$ cat config.mk
export PLATFORM = sky130hd
export DESIGN_NAME = decimal_stamp_to_epoch_seconds_core
export DESIGN_NICKNAME = d
export VERILOG_FILES = /design/src/rtl/dsec_pkg.sv /design/src/rtl/decimal_stamp_to_epoch_seconds_core.sv
export SDC_FILE = /design/constraint.sdc
export NUM_CORES = 2
export LEC_CHECK = 0
export ABC_AREA = 0
export BUFFER_PORTS_ARGS = -buffer_cell sky130_fd_sc_hd__buf_4
export CAP_MARGIN = 10
export CORE_MARGIN = 2
export CORE_UTILIZATION = 50
export CTS_BUF_LIST = sky130_fd_sc_hd__clkbuf_4 sky130_fd_sc_hd__clkbuf_8
export DETAILED_ROUTE_END_ITERATION = 8
export GPL_TIMING_DRIVEN = 0
export PLACE_DENSITY = 0.75
export SLEW_MARGIN = 40
export SYNTH_ARGS = -nofsm -noshare
export SYNTH_HDL_FRONTEND = slang
export SYNTH_SLANG_ARGS = --single-unit
$ cat constraint.sdc
create_clock -name clock -period 21.5 [get_ports clock]
set_input_delay 3.225 -clock clock [delete_from_list [all_inputs] [get_ports clock]]
set_output_delay 3.225 -clock clock [all_outputs]
set_load 0.005 [all_outputs]
$ cat src/rtl/dsec_pkg.sv
// Shared constants and calendar tables for the decimal stamp to epoch seconds core.
`default_nettype none

package dsec_pkg;

   // Reciprocals for division by a constant: floor(n * M / 2^k) equals floor(n / d)
   // over the full input range of each divider stage.
   // ceil(2^60 / 10^6), valid for 40-bit dividends.
   localparam logic [40:0] RECIP_1E6 = 41'd1152921504607;
   localparam int          RECIP_1E6_SHIFT = 60;
   // ceil(2^34 / 10^4), valid for 20-bit dividends.
   localparam logic [20:0] RECIP_1E4 = 21'd1717987;
   localparam int          RECIP_1E4_SHIFT = 34;
   // ceil(2^21 / 100), valid for 14-bit dividends.
   localparam logic [14:0] RECIP_100 = 15'd20972;
   localparam int          RECIP_100_SHIFT = 21;

   localparam logic [19:0] MILLION      = 20'd1000000;
   localparam logic [13:0] TEN_THOUSAND = 14'd10000;
   localparam logic [6:0]  HUNDRED      = 7'd100;

   localparam logic [16:0] SECS_PER_DAY      = 17'd86400;
   localparam logic [15:0] DAYS_1970_TO_2000 = 16'd10957;
   localparam logic [15:0] DAYS_PER_YEAR     = 16'd365;
   localparam logic [18:0] SECS_PER_HOUR     = 19'd3600;
   localparam logic [18:0] SECS_PER_MINUTE   = 19'd60;

   // Days in a common year before the first of the given month (1..12).
   function automatic logic [8:0] days_before_month(input logic [6:0] mon);
      logic [8:0] days;
      case (mon)
         7'd1:    days = 9'd0;
         7'd2:    days = 9'd31;
         7'd3:    days = 9'd59;
         7'd4:    days = 9'd90;
         7'd5:    days = 9'd120;
         7'd6:    days = 9'd151;
         7'd7:    days = 9'd181;
         7'd8:    days = 9'd212;
         7'd9:    days = 9'd243;
         7'd10:   days = 9'd273;
         7'd11:   days = 9'd304;
         7'd12:   days = 9'd334;
         default: days = 9'd0;
      endcase
      return days;
   endfunction

   // Length of the given month; an invalid month reads as zero days.
   function automatic logic [4:0] month_days(input logic [6:0] mon, input logic leap);
      logic [4:0] days;
      case (mon) inside
         7'd1, 7'd3, 7'd5, 7'd7, 7'd8, 7'd10, 7'd12: days = 5'd31;
         7'd4, 7'd6, 7'd9, 7'd11:                     days = 5'd30;
         7'd2:                                        days = leap ? 5'd29 : 5'd28;
         default:                                     days = 5'd0;
      endcase
      return days;
   endfunction

endpackage

`default_nettype wire

$ cat src/rtl/decimal_stamp_to_epoch_seconds_core.sv
// Top level: ten-stage pipeline converting a decimal YYMMDDHHMMSS stamp to Unix seconds.
//
//   Channel | Direction | tdata                       | tuser
//   --------+-----------+-----------------------------+-------------------
//   req_    | in        | [39:0] stamp                | [0] short_form
//   rsp_    | out       | [31:0] epoch_seconds        | [0] date_invalid
//
// One stamp enters per cycle while the output is not stalled; each result passes through stages 0 to 9.
// The depth is set by the chain of constant-reciprocal multipliers that split the
// stamp into base-100 digits, followed by the day count and the seconds multiply.
// Reset clears only the stage valid bits; it takes effect at the next clock edge.
// Each stage holds while the one after it is full and stalled, so bubbles are
// squeezed out and a new stamp is taken whenever the first stage can move.
`default_nettype none

module decimal_stamp_to_epoch_seconds_core (
   input  logic        clock,
   input  logic        reset,
   input  logic        req_tvalid,
   output logic        req_tready,
   input  logic [39:0] req_tdata,   // [39:0] stamp
   input  logic        req_tuser,   // [0] short_form
   output logic        rsp_tvalid,
   input  logic        rsp_tready,
   output logic [31:0] rsp_tdata,   // [31:0] epoch_seconds
   output logic        rsp_tuser    // [0] date_invalid
);

   localparam int NUM_STAGES = 10;

   logic [NUM_STAGES-1:0] vld_ff;
   logic [NUM_STAGES-1:0] vld_in;
   logic [NUM_STAGES-1:0] en;

   // A stage may load when it is empty or when the stage after it loads too.
   always_comb begin
      en[NUM_STAGES-1] = !vld_ff[NUM_STAGES-1] || rsp_tready;
      for (int k = NUM_STAGES - 2; k >= 0; k--) begin
         en[k] = !vld_ff[k] || en[k+1];
      end
   end

   always_comb begin
      vld_in[0] = en[0] ? req_tvalid : vld_ff[0];
      for (int k = 1; k < NUM_STAGES; k++) begin
         vld_in[k] = en[k] ? vld_ff[k-1] : vld_ff[k];
      end
   end

   always_ff @(posedge clock) begin
      if (reset) begin
         vld_ff <= '0;
      end else begin
         vld_ff <= vld_in;
      end
   end

   assign req_tready = en[0];

   // Stage 0: partial products of stamp times the reciprocal of one million.
   logic [39:0] s0_pp_ll_ff;
   logic [40:0] s0_pp_lh_ff;
   logic [39:0] s0_pp_hl_ff;
   logic [40:0] s0_pp_hh_ff;
   logic [19:0] s0_vlo_ff;
   logic        s0_short_ff;

   always_ff @(posedge clock) begin
      if (en[0]) begin
         s0_pp_ll_ff <= req_tdata[19:0]  * dsec_pkg::RECIP_1E6[19:0];
         s0_pp_lh_ff <= req_tdata[19:0]  * dsec_pkg::RECIP_1E6[40:20];
         s0_pp_hl_ff <= req_tdata[39:20] * dsec_pkg::RECIP_1E6[19:0];
         s0_pp_hh_ff <= req_tdata[39:20] * dsec_pkg::RECIP_1E6[40:20];
         s0_vlo_ff   <= req_tdata[19:0];
         s0_short_ff <= req_tuser;
      end
   end

   // Stage 1: sum the partial products; the top bits are the stamp divided by 10^6.
   logic [80:0] s1_sum;
   logic [20:0] s1_q_in;
   logic [20:0] s1_q_ff;
   logic [19:0] s1_vlo_ff;
   logic        s1_short_ff;

   assign s1_sum = {41'd0, s0_pp_ll_ff}
                 + ({40'd0, s0_pp_lh_ff} << 20)
                 + ({41'd0, s0_pp_hl_ff} << 20)
                 + ({40'd0, s0_pp_hh_ff} << 40);
   assign s1_q_in = s1_sum[80:dsec_pkg::RECIP_1E6_SHIFT];

   always_ff @(posedge clock) begin
      if (en[1]) begin
         s1_q_ff     <= s1_q_in;
         s1_vlo_ff   <= s0_vlo_ff;
         s1_short_ff <= s0_short_ff;
      end
   end

   // Stage 2: remainder gives HHMMSS (or YYMMDD in short form); quotient mod 10^6 gives YYMMDD.
   logic [40:0] s2_prod;
   logic [19:0] s2_rem;
   logic [19:0] s2_qmod;
   logic [19:0] s2_date_in;
   logic [19:0] s2_time_in;
   logic [19:0] s2_date_ff;
   logic [19:0] s2_time_ff;

   assign s2_prod = s1_q_ff * dsec_pkg::MILLION;
   // The remainder is below 10^6, so the low 20 bits of the difference are exact.
   assign s2_rem  = s1_vlo_ff - s2_prod[19:0];
   assign s2_qmod = (s1_q_ff >= {1'b0, dsec_pkg::MILLION})
                  ? 20'(s1_q_ff - {1'b0, dsec_pkg::MILLION}) : s1_q_ff[19:0];
   assign s2_date_in = s1_short_ff ? s2_rem : s2_qmod;
   assign s2_time_in = s1_short_ff ? 20'd0 : s2_rem;

   always_ff @(posedge clock) begin
      if (en[2]) begin
         s2_date_ff <= s2_date_in;
         s2_time_ff <= s2_time_in;
      end
   end

   // Stage 3: multiply both six-digit values by the reciprocal of 10^4.
   logic [40:0] s3_pd_ff;
   logic [40:0] s3_pt_ff;
   logic [19:0] s3_date_ff;
   logic [19:0] s3_time_ff;

   always_ff @(posedge clock) begin
      if (en[3]) begin
         s3_pd_ff   <= s2_date_ff * dsec_pkg::RECIP_1E4;
         s3_pt_ff   <= s2_time_ff * dsec_pkg::RECIP_1E4;
         s3_date_ff <= s2_date_ff;
         s3_time_ff <= s2_time_ff;
      end
   end

   // Stage 4: top pair (YY or HH) and the four-digit remainder.
   logic [6:0]  s4_yy_in;
   logic [6:0]  s4_hh_in;
   logic [20:0] s4_dmul;
   logic [20:0] s4_tmul;
   logic [13:0] s4_drem_in;
   logic [13:0] s4_trem_in;
   logic [6:0]  s4_yy_ff;
   logic [6:0]  s4_hh_ff;
   logic [13:0] s4_drem_ff;
   logic [13:0] s4_trem_ff;

   assign s4_yy_in   = s3_pd_ff[dsec_pkg::RECIP_1E4_SHIFT+6:dsec_pkg::RECIP_1E4_SHIFT];
   assign s4_hh_in   = s3_pt_ff[dsec_pkg::RECIP_1E4_SHIFT+6:dsec_pkg::RECIP_1E4_SHIFT];
   assign s4_dmul    = s4_yy_in * dsec_pkg::TEN_THOUSAND;
   assign s4_tmul    = s4_hh_in * dsec_pkg::TEN_THOUSAND;
   assign s4_drem_in = s3_date_ff[13:0] - s4_dmul[13:0];
   assign s4_trem_in = s3_time_ff[13:0] - s4_tmul[13:0];

   always_ff @(posedge clock) begin
      if (en[4]) begin
         s4_yy_ff   <= s4_yy_in;
         s4_hh_ff   <= s4_hh_in;
         s4_drem_ff <= s4_drem_in;
         s4_trem_ff <= s4_trem_in;
      end
   end

   // Stage 5: multiply the four-digit remainders by the reciprocal of 100.
   logic [28:0] s5_pd_ff;
   logic [28:0] s5_pt_ff;
   logic [6:0]  s5_yy_ff;
   logic [6:0]  s5_hh_ff;
   logic [13:0] s5_drem_ff;
   logic [13:0] s5_trem_ff;

   always_ff @(posedge clock) begin
      if (en[5]) begin
         s5_pd_ff   <= s4_drem_ff * dsec_pkg::RECIP_100;
         s5_pt_ff   <= s4_trem_ff * dsec_pkg::RECIP_100;
         s5_yy_ff   <= s4_yy_ff;
         s5_hh_ff   <= s4_hh_ff;
         s5_drem_ff <= s4_drem_ff;
         s5_trem_ff <= s4_trem_ff;
      end
   end

   // Stage 6: the last two pairs of each half.
   logic [6:0]  s6_mon_in;
   logic [6:0]  s6_min_in;
   logic [13:0] s6_dmul;
   logic [13:0] s6_tmul;
   logic [6:0]  s6_yy_ff;
   logic [6:0]  s6_mon_ff;
   logic [6:0]  s6_day_ff;
   logic [6:0]  s6_hh_ff;
   logic [6:0]  s6_min_ff;
   logic [6:0]  s6_sec_ff;

   assign s6_mon_in = s5_pd_ff[dsec_pkg::RECIP_100_SHIFT+6:dsec_pkg::RECIP_100_SHIFT];
   assign s6_min_in = s5_pt_ff[dsec_pkg::RECIP_100_SHIFT+6:dsec_pkg::RECIP_100_SHIFT];
   assign s6_dmul   = s6_mon_in * dsec_pkg::HUNDRED;
   assign s6_tmul   = s6_min_in * dsec_pkg::HUNDRED;

   always_ff @(posedge clock) begin
      if (en[6]) begin
         s6_yy_ff  <= s5_yy_ff;
         s6_mon_ff <= s6_mon_in;
         s6_day_ff <= s5_drem_ff[6:0] - s6_dmul[6:0];
         s6_hh_ff  <= s5_hh_ff;
         s6_min_ff <= s6_min_in;
         s6_sec_ff <= s5_trem_ff[6:0] - s6_tmul[6:0];
      end
   end

   // Stage 7: date check, day count since 1970 and seconds within the day.
   logic        s7_leap;
   logic [4:0]  s7_dim;
   logic        s7_invalid_in;
   logic [6:0]  s7_leaps_before;
   logic [15:0] s7_days_in;
   logic [18:0] s7_tsec_in;
   logic [15:0] s7_days_ff;
   logic [18:0] s7_tsec_ff;
   logic        s7_invalid_ff;

   // Years 2000..2099 are leap exactly when divisible by four.
   assign s7_leap = (s6_yy_ff[1:0] == 2'd0);
   assign s7_dim  = dsec_pkg::month_days(s6_mon_ff, s7_leap);
   assign s7_invalid_in = (s6_mon_ff < 7'd1) || (s6_mon_ff > 7'd12)
                       || (s6_day_ff < 7'd1) || (s6_day_ff > {2'd0, s7_dim});
   assign s7_leaps_before = 7'(({1'b0, s6_yy_ff} + 8'd3) >> 2);
   assign s7_days_in = dsec_pkg::DAYS_1970_TO_2000
                     + 16'({9'd0, s6_yy_ff} * dsec_pkg::DAYS_PER_YEAR)
                     + {9'd0, s7_leaps_before}
                     + {7'd0, dsec_pkg::days_before_month(s6_mon_ff)}
                     + {15'd0, ((s6_mon_ff > 7'd2) && s7_leap)}
                     + {9'd0, s6_day_ff} - 16'd1;
   assign s7_tsec_in = 19'({12'd0, s6_hh_ff} * dsec_pkg::SECS_PER_HOUR)
                     + 19'({12'd0, s6_min_ff} * dsec_pkg::SECS_PER_MINUTE)
                     + {12'd0, s6_sec_ff};

   always_ff @(posedge clock) begin
      if (en[7]) begin
         s7_days_ff    <= s7_days_in;
         s7_tsec_ff    <= s7_tsec_in;
         s7_invalid_ff <= s7_invalid_in;
      end
   end

   // Stage 8: whole days to seconds.
   logic [32:0] s8_dsec_ff;
   logic [18:0] s8_tsec_ff;
   logic        s8_invalid_ff;

   always_ff @(posedge clock) begin
      if (en[8]) begin
         s8_dsec_ff    <= s7_days_ff * dsec_pkg::SECS_PER_DAY;
         s8_tsec_ff    <= s7_tsec_ff;
         s8_invalid_ff <= s7_invalid_ff;
      end
   end

   // Stage 9: output register.
   logic [31:0] s9_secs_in;
   logic [31:0] s9_secs_ff;
   logic        s9_invalid_ff;

   assign s9_secs_in = s8_invalid_ff ? 32'd0 : (s8_dsec_ff[31:0] + {13'd0, s8_tsec_ff});

   always_ff @(posedge clock) begin
      if (en[9]) begin
         s9_secs_ff    <= s9_secs_in;
         s9_invalid_ff <= s8_invalid_ff;
      end
   end

   assign rsp_tvalid = vld_ff[NUM_STAGES-1];
   assign rsp_tdata  = s9_secs_ff;
   assign rsp_tuser  = s9_invalid_ff;

endmodule

`default_nettype wire

# Word-level counts from Yosys, hierarchy flattened
# Memories as Yosys holds them, arrays and structs flattened. A register that Yosys moved wholly into a read port is not among the register bits.
# Index checks and enable logic that the tools add are counted.
word_totals:
  regBits: 663
  rom_bits: 144
  inputBits: 45
  output_inout_bits: 35
  n_memories: 1
classes:
  n_addsub: 19
  multipliers: 17
  magnitude_cmp: 6
  n_eq_ne: 12
  n_mux: 8
  reduce_logical: 28
mem_list:
  columns: ["name", "words", "word_bits", "read_ports", "rd_ports_with_merged_regs", "write_ports", "line_no", "rtl"]
  rows:
  - ["(no name shown)", 16, 9, 1, 1, 0, "dsec_pkg.sv:31", "case (mon)"]
op_table:
  columns: ["op", "n"]
  rows:
  - ["multiplier 20 x 21 -> 41 bit (second input constant)", 4]
  - ["adder 63 x 81 -> 81 bit", 1]
  - ["multiplier 20 x 20 -> 40 bit (second input constant)", 2]
  - ["adder 62 x 60 -> 63 bit", 1]
  - ["adder 40 x 61 -> 62 bit", 1]
  - ["multiplier 14 x 13 -> 26 bit (second input constant)", 2]
  - ["2-to-1 mux 20 bit", 2]
  - ["equality test 7 x 4 -> 1 bit (second input constant)", 5]
  - ["adder 32 x 19 -> 32 bit", 1]
  - ["equality test 7 x 3 -> 1 bit (second input constant)", 4]
  - ["subtractor 14 bit", 2]
  - ["multiplier 16 x 10 -> 25 bit (second input constant)", 1]
  - ["greater-or-equal comparator 21 x 20 -> 1 bit (second input constant)", 1]
  - ["multiplier 21 x 14 -> 14 bit (second input constant)", 1]
  - ["multiplier 7 x 10 -> 10 bit (second input constant)", 2]
  - ["subtractor 20 bit", 1]
  - ["subtractor 20 bit (second input constant)", 1]
  - ["adder 19 x 13 -> 19 bit", 1]
  - ["adder 19 x 7 -> 19 bit", 1]
  - ["adder 14 x 16 -> 16 bit (first input constant)", 1]
  - ["adder 16 x 1 -> 16 bit", 1]
  - ["adder 16 x 6 -> 16 bit", 1]
  - ["adder 16 x 7 -> 16 bit", 1]
  - ["adder 16 x 9 -> 16 bit", 1]
  - ["other kinds (24)", 51]

# Longest topological paths before layout
depth:
  word_depth: 11
  depth_mapped: 26
  depth_no_buf: 26

# Least setup slack after synthesis
# No wires, ideal clock.
synth_timing:
  path_type: "in2out"
  startpoint: "input rsp_tready"
  endpoint: "output req_tready"
  arrival_time_ns: 10.861
  path_slack_ns: 7.414
  cell_stages: 8
  n_path_buf: 1
  cell_sequence: "nor2b_1 -> and2_0 -> clkbuf_1 -> nand3_1 -> nor2_1 -> nand3_1 -> nor2_1 -> nand3_1"
synth_between:
  elab_chain_cells: 10
synth_lines:
  columns: ["item", "line_no", "rtl"]
  rows:
  - ["start, declared", "decimal_stamp_to_epoch_seconds_core.sv:24", "input logic rsp_tready,"]
  - ["logical OR 1 bit", "decimal_stamp_to_epoch_seconds_core.sv:37", "en[NUM_STAGES-1] = !vld_ff[NUM_STAGES-1] || rsp_tready;"]
  - ["logical OR 1 bit (3 in series)", "decimal_stamp_to_epoch_seconds_core.sv:39", "en[k] = !vld_ff[k] || en[k+1];"]
  - ["named net en[6]", "decimal_stamp_to_epoch_seconds_core.sv:33", "logic [NUM_STAGES-1:0] en;"]
  - ["logical OR 1 bit (3 in series)", "decimal_stamp_to_epoch_seconds_core.sv:39", null]
  - ["named net en[3]", "decimal_stamp_to_epoch_seconds_core.sv:33", null]
  - ["logical OR 1 bit (3 in series)", "decimal_stamp_to_epoch_seconds_core.sv:39", null]
  - ["end, declared", "decimal_stamp_to_epoch_seconds_core.sv:20", "output logic req_tready,"]
# The timed path passes the listed nets, and every way through them passes these cells.

# Worst setup path in the final report
# Same ends and word-level chain as after synthesis.

==> impl_metrics.ini <==
[clock_tree]
clock-sinks = 543
post_cts_resize_count = 0
cts_tree = yes
cts_root_buf = clkbuf_8
post_cts_buffers = 0
postCtsHoldBufs = 0
cts_buffer_depth = 3
clock_latency_ns = 0.80
cts_buffers = 90
htree_levels = 3
clk_pin_slew_ns = 0.06

[yosys]
synth-seq-area-share = 0.198
ys_seq_elements = 543
synth_edf_count = 524
synth_nets = 10498
synth.largest_area_cell = fa_1
yosys-top-cells-count = inv_1 (2213), ha_1 (1749), fa_1 (1151)
synthArstFlopShare = 0
netlist.area_leader.share = 0.283
syn-cell-area_mm2 = 0.0814
yosys_most_used_dff = edfxtp_1
synthCells = 7553
ys.warnings.count = 0
synthTopCellsByArea = fa_1 (28%), ha_1 (27%), edfxtp_1 (19%)
yosysUniqueCellTypes = 79
yosysMostFrequentCell = inv_1
syn_area_per_cell_um2 = 10.8

[critical_path]
critPathLaunchType = input pin
r2r_slack_ns = 14.00
cp.arrival_ns = 7.17
worstReg2RegEnd = s3_pd_ff[40]$_DFFE_PP_
end_kind = output pin
reg2reg_depth = 22
cp.required_ns = 18.27
worstPathMaxFanout = 39
reg2reg_from = s2_date_ff[5]$_DFFE_PP_
critPathKind = in -> out
worstSetupStartpoint = rsp_tready

[floorplan]
die-area_mm2 = 0.166
die_w_um = 407
start_util = 0.502
rows = 148
core_area_mm2 = 0.162
fp.dieH_um = 407
ios = 80

[drt]
drc = 0
via_count = 51633
viasPerCell = 5.17
ant_nets = 0
firstDrtPassIters = 5
wl_um = 174000
wire_per_inst_um = 17.4
initialDrtViolationCount = 2214

[min_path]
holdPathEnd = s6_yy_ff[0]$_DFFE_PP_
hold_depth = 0
hp-class = reg -> reg
min_from = s5_yy_ff[0]$_DFFE_PP_

[timing]
holdWs_ns = 0.404
setup_viol = 0
rsz0062_at_grt = no
layout_min_cycle_time_ns = 10.39
finalCritPeriodShare = 0.483
relSlewSlack = 0.477
fin_skew_ns = 0.0646
drv_slew = 0
tightest_slew_ns = 0.775
hold_viol_final = 0
setup_tns_ns = 0
fmax_ghz = 0.0962

[cells_and_area]
nets = 10678
drive_gt1_frac = 0.0379
area_growth_pct = 6.88
fin_cells = 9985

[global_routing]
grt_pass1_wl_um = 288000
grt_antenna_before_repair = 7
grt_max_degree = 43
grt_overflow = 0
track_usage = 0.217
grt_pass1_vias = 56069

[run_status]
outcome = finished clean

[place]
gp_congestion = 0.930
port_buffers = 78
dp_cells = 9816
hpwl_um = 151000

[run]
maxCapViolations = 0
[cell families (layout without fill, tap and decap cells)]
| family | Yosys count | count (layout) | share of synthesized area |
|---|---|---|---|
| other cells | 0 | 4 | 0 |
| fa+ha+maj | 2900 | 2900 | 0.552 |
| simple gates | 725 | 725 | 0.0442 |
| buf+inv | 2242 | 2495 | 0.103 |
| mux | 11 | 11 | 0.00143 |
| compound gates | 766 | 766 | 0.0617 |
| xor+xnor | 366 | 366 | 0.0394 |
| flops | 543 | 543 | 0.198 |
[flip-flops by register name, indices dropped and copies added (netlist names), 8 cells and up, named ones only]
name	flops
s0_pp_hl_ff	40
s0_pp_hh_ff	39
s0_pp_lh_ff	39
rsp_tdata	32
s8_dsec_ff	25
s0_pp_ll_ff	22
s1_q_ff	21
s1_vlo_ff	20
s2_date_ff	20
s2_time_ff	20
s0_vlo_ff	19
s7_tsec_ff	19
s8_tsec_ff	19
s7_days_ff	16
s4_drem_ff	14
s4_trem_ff	14
s3_date_ff	13
s3_time_ff	13
vld_ff	10
s3_pd_ff	8
s3_pt_ff	8
[metal layers]
layer / GRT usage / up-vias / wire (um)
met5: 0 / - / 22
met4: 0.0695 / 4 / 5790
met2: 0.387 / 1009 / 88600
li1: - / 24578 / -
met1: 0.273 / 25693 / 72900
met3: 0.0269 / 349 / 6490
[worst max path at each step]
stage | end | slack, ns | cells past startpoint
floorplan | req_tready | 7.41 | 8
global placement | req_tready | 2.14 | 10
detailed placement | s0_pp_lh_ff[28]$_DFFE_PP_ | 11.07 | 23
CTS | req_tready | 11.09 | 12
global route | req_tready | 10.72 | 12
finish | req_tready | 11.11 | 12
[final cells by class]
cell class,count,area (um2)
antenna,4,10.0
buffer,29,110
clock buffer,110,1400
clock inverter,55,573
fill,13943,75200
inverter,2213,8310
multi-input combinational,4768,56900
sequential,543,16100
tap,2175,2720
timing repair buffer,88,816
[per-stage QoR]
stage | utilization | cell area [um2] | setup slack, ns
detailed placement | 0.524 | 85000 | 11.07
global placement | 0.522 | 84700 | 2.14
floorplan | - | 81400 | 7.41
global route | 0.536 | 87000 | 10.72
finish | 0.536 | 87000 | 11.11
CTS | 0.536 | 87000 | 11.09
[critical path: stages]
cell and delay [ns]:
buf_4 0.11, nor2b_1 0.31, and2_0 0.18, clkbuf_1 0.29
nand3_4 0.35, nor2_1 0.60, nand3_4 0.40, nor2_1 0.66
nand3_4 0.31, buf_12 0.28, buf_12 0.21, buf_4 0.16
[cell usage in the layout (no fill, tap or decap), types with 9 or more instances in the layout]
master | Yosys | layout
or2_2 | 23 | 23
nor3_1 | 54 | 54
a21o_1 | 120 | 120
o21a_1 | 40 | 40
clkinv_1 | 0 | 18
clkinv_2 | 0 | 18
clkbuf_4 | 0 | 18
inv_1 | 2213 | 2209
and4_1 | 11 | 11
ha_1 | 1749 | 1749
fa_1 | 1151 | 1151
nand2b_1 | 24 | 24
nand3_1 | 73 | 70
o41ai_1 | 9 | 9
nor2_1 | 214 | 214
o21ai_0 | 128 | 127
a31oi_1 | 16 | 16
dfxtp_1 | 19 | 19
nor2b_1 | 47 | 47
edfxtp_1 | 524 | 524
o21bai_1 | 36 | 36
buf_4 | 0 | 78
and3_1 | 34 | 34
a211oi_1 | 29 | 28
or3_1 | 10 | 10
o31ai_1 | 13 | 12
bufinv_16 | 0 | 10
a21boi_0 | 12 | 12
nand4b_1 | 9 | 9
nor4_1 | 9 | 9
a21oi_1 | 248 | 248
clkbuf_1 | 26 | 26
nand4_1 | 34 | 34
nand2_1 | 137 | 134
xor2_1 | 99 | 99
xnor2_1 | 267 | 267
o211ai_1 | 16 | 16
clkbuf_8 | 0 | 92
and2_1 | 18 | 18
Power is not shown: default switching activity piles up to over one toggle a cycle in this logic, so the estimate is an artifact.
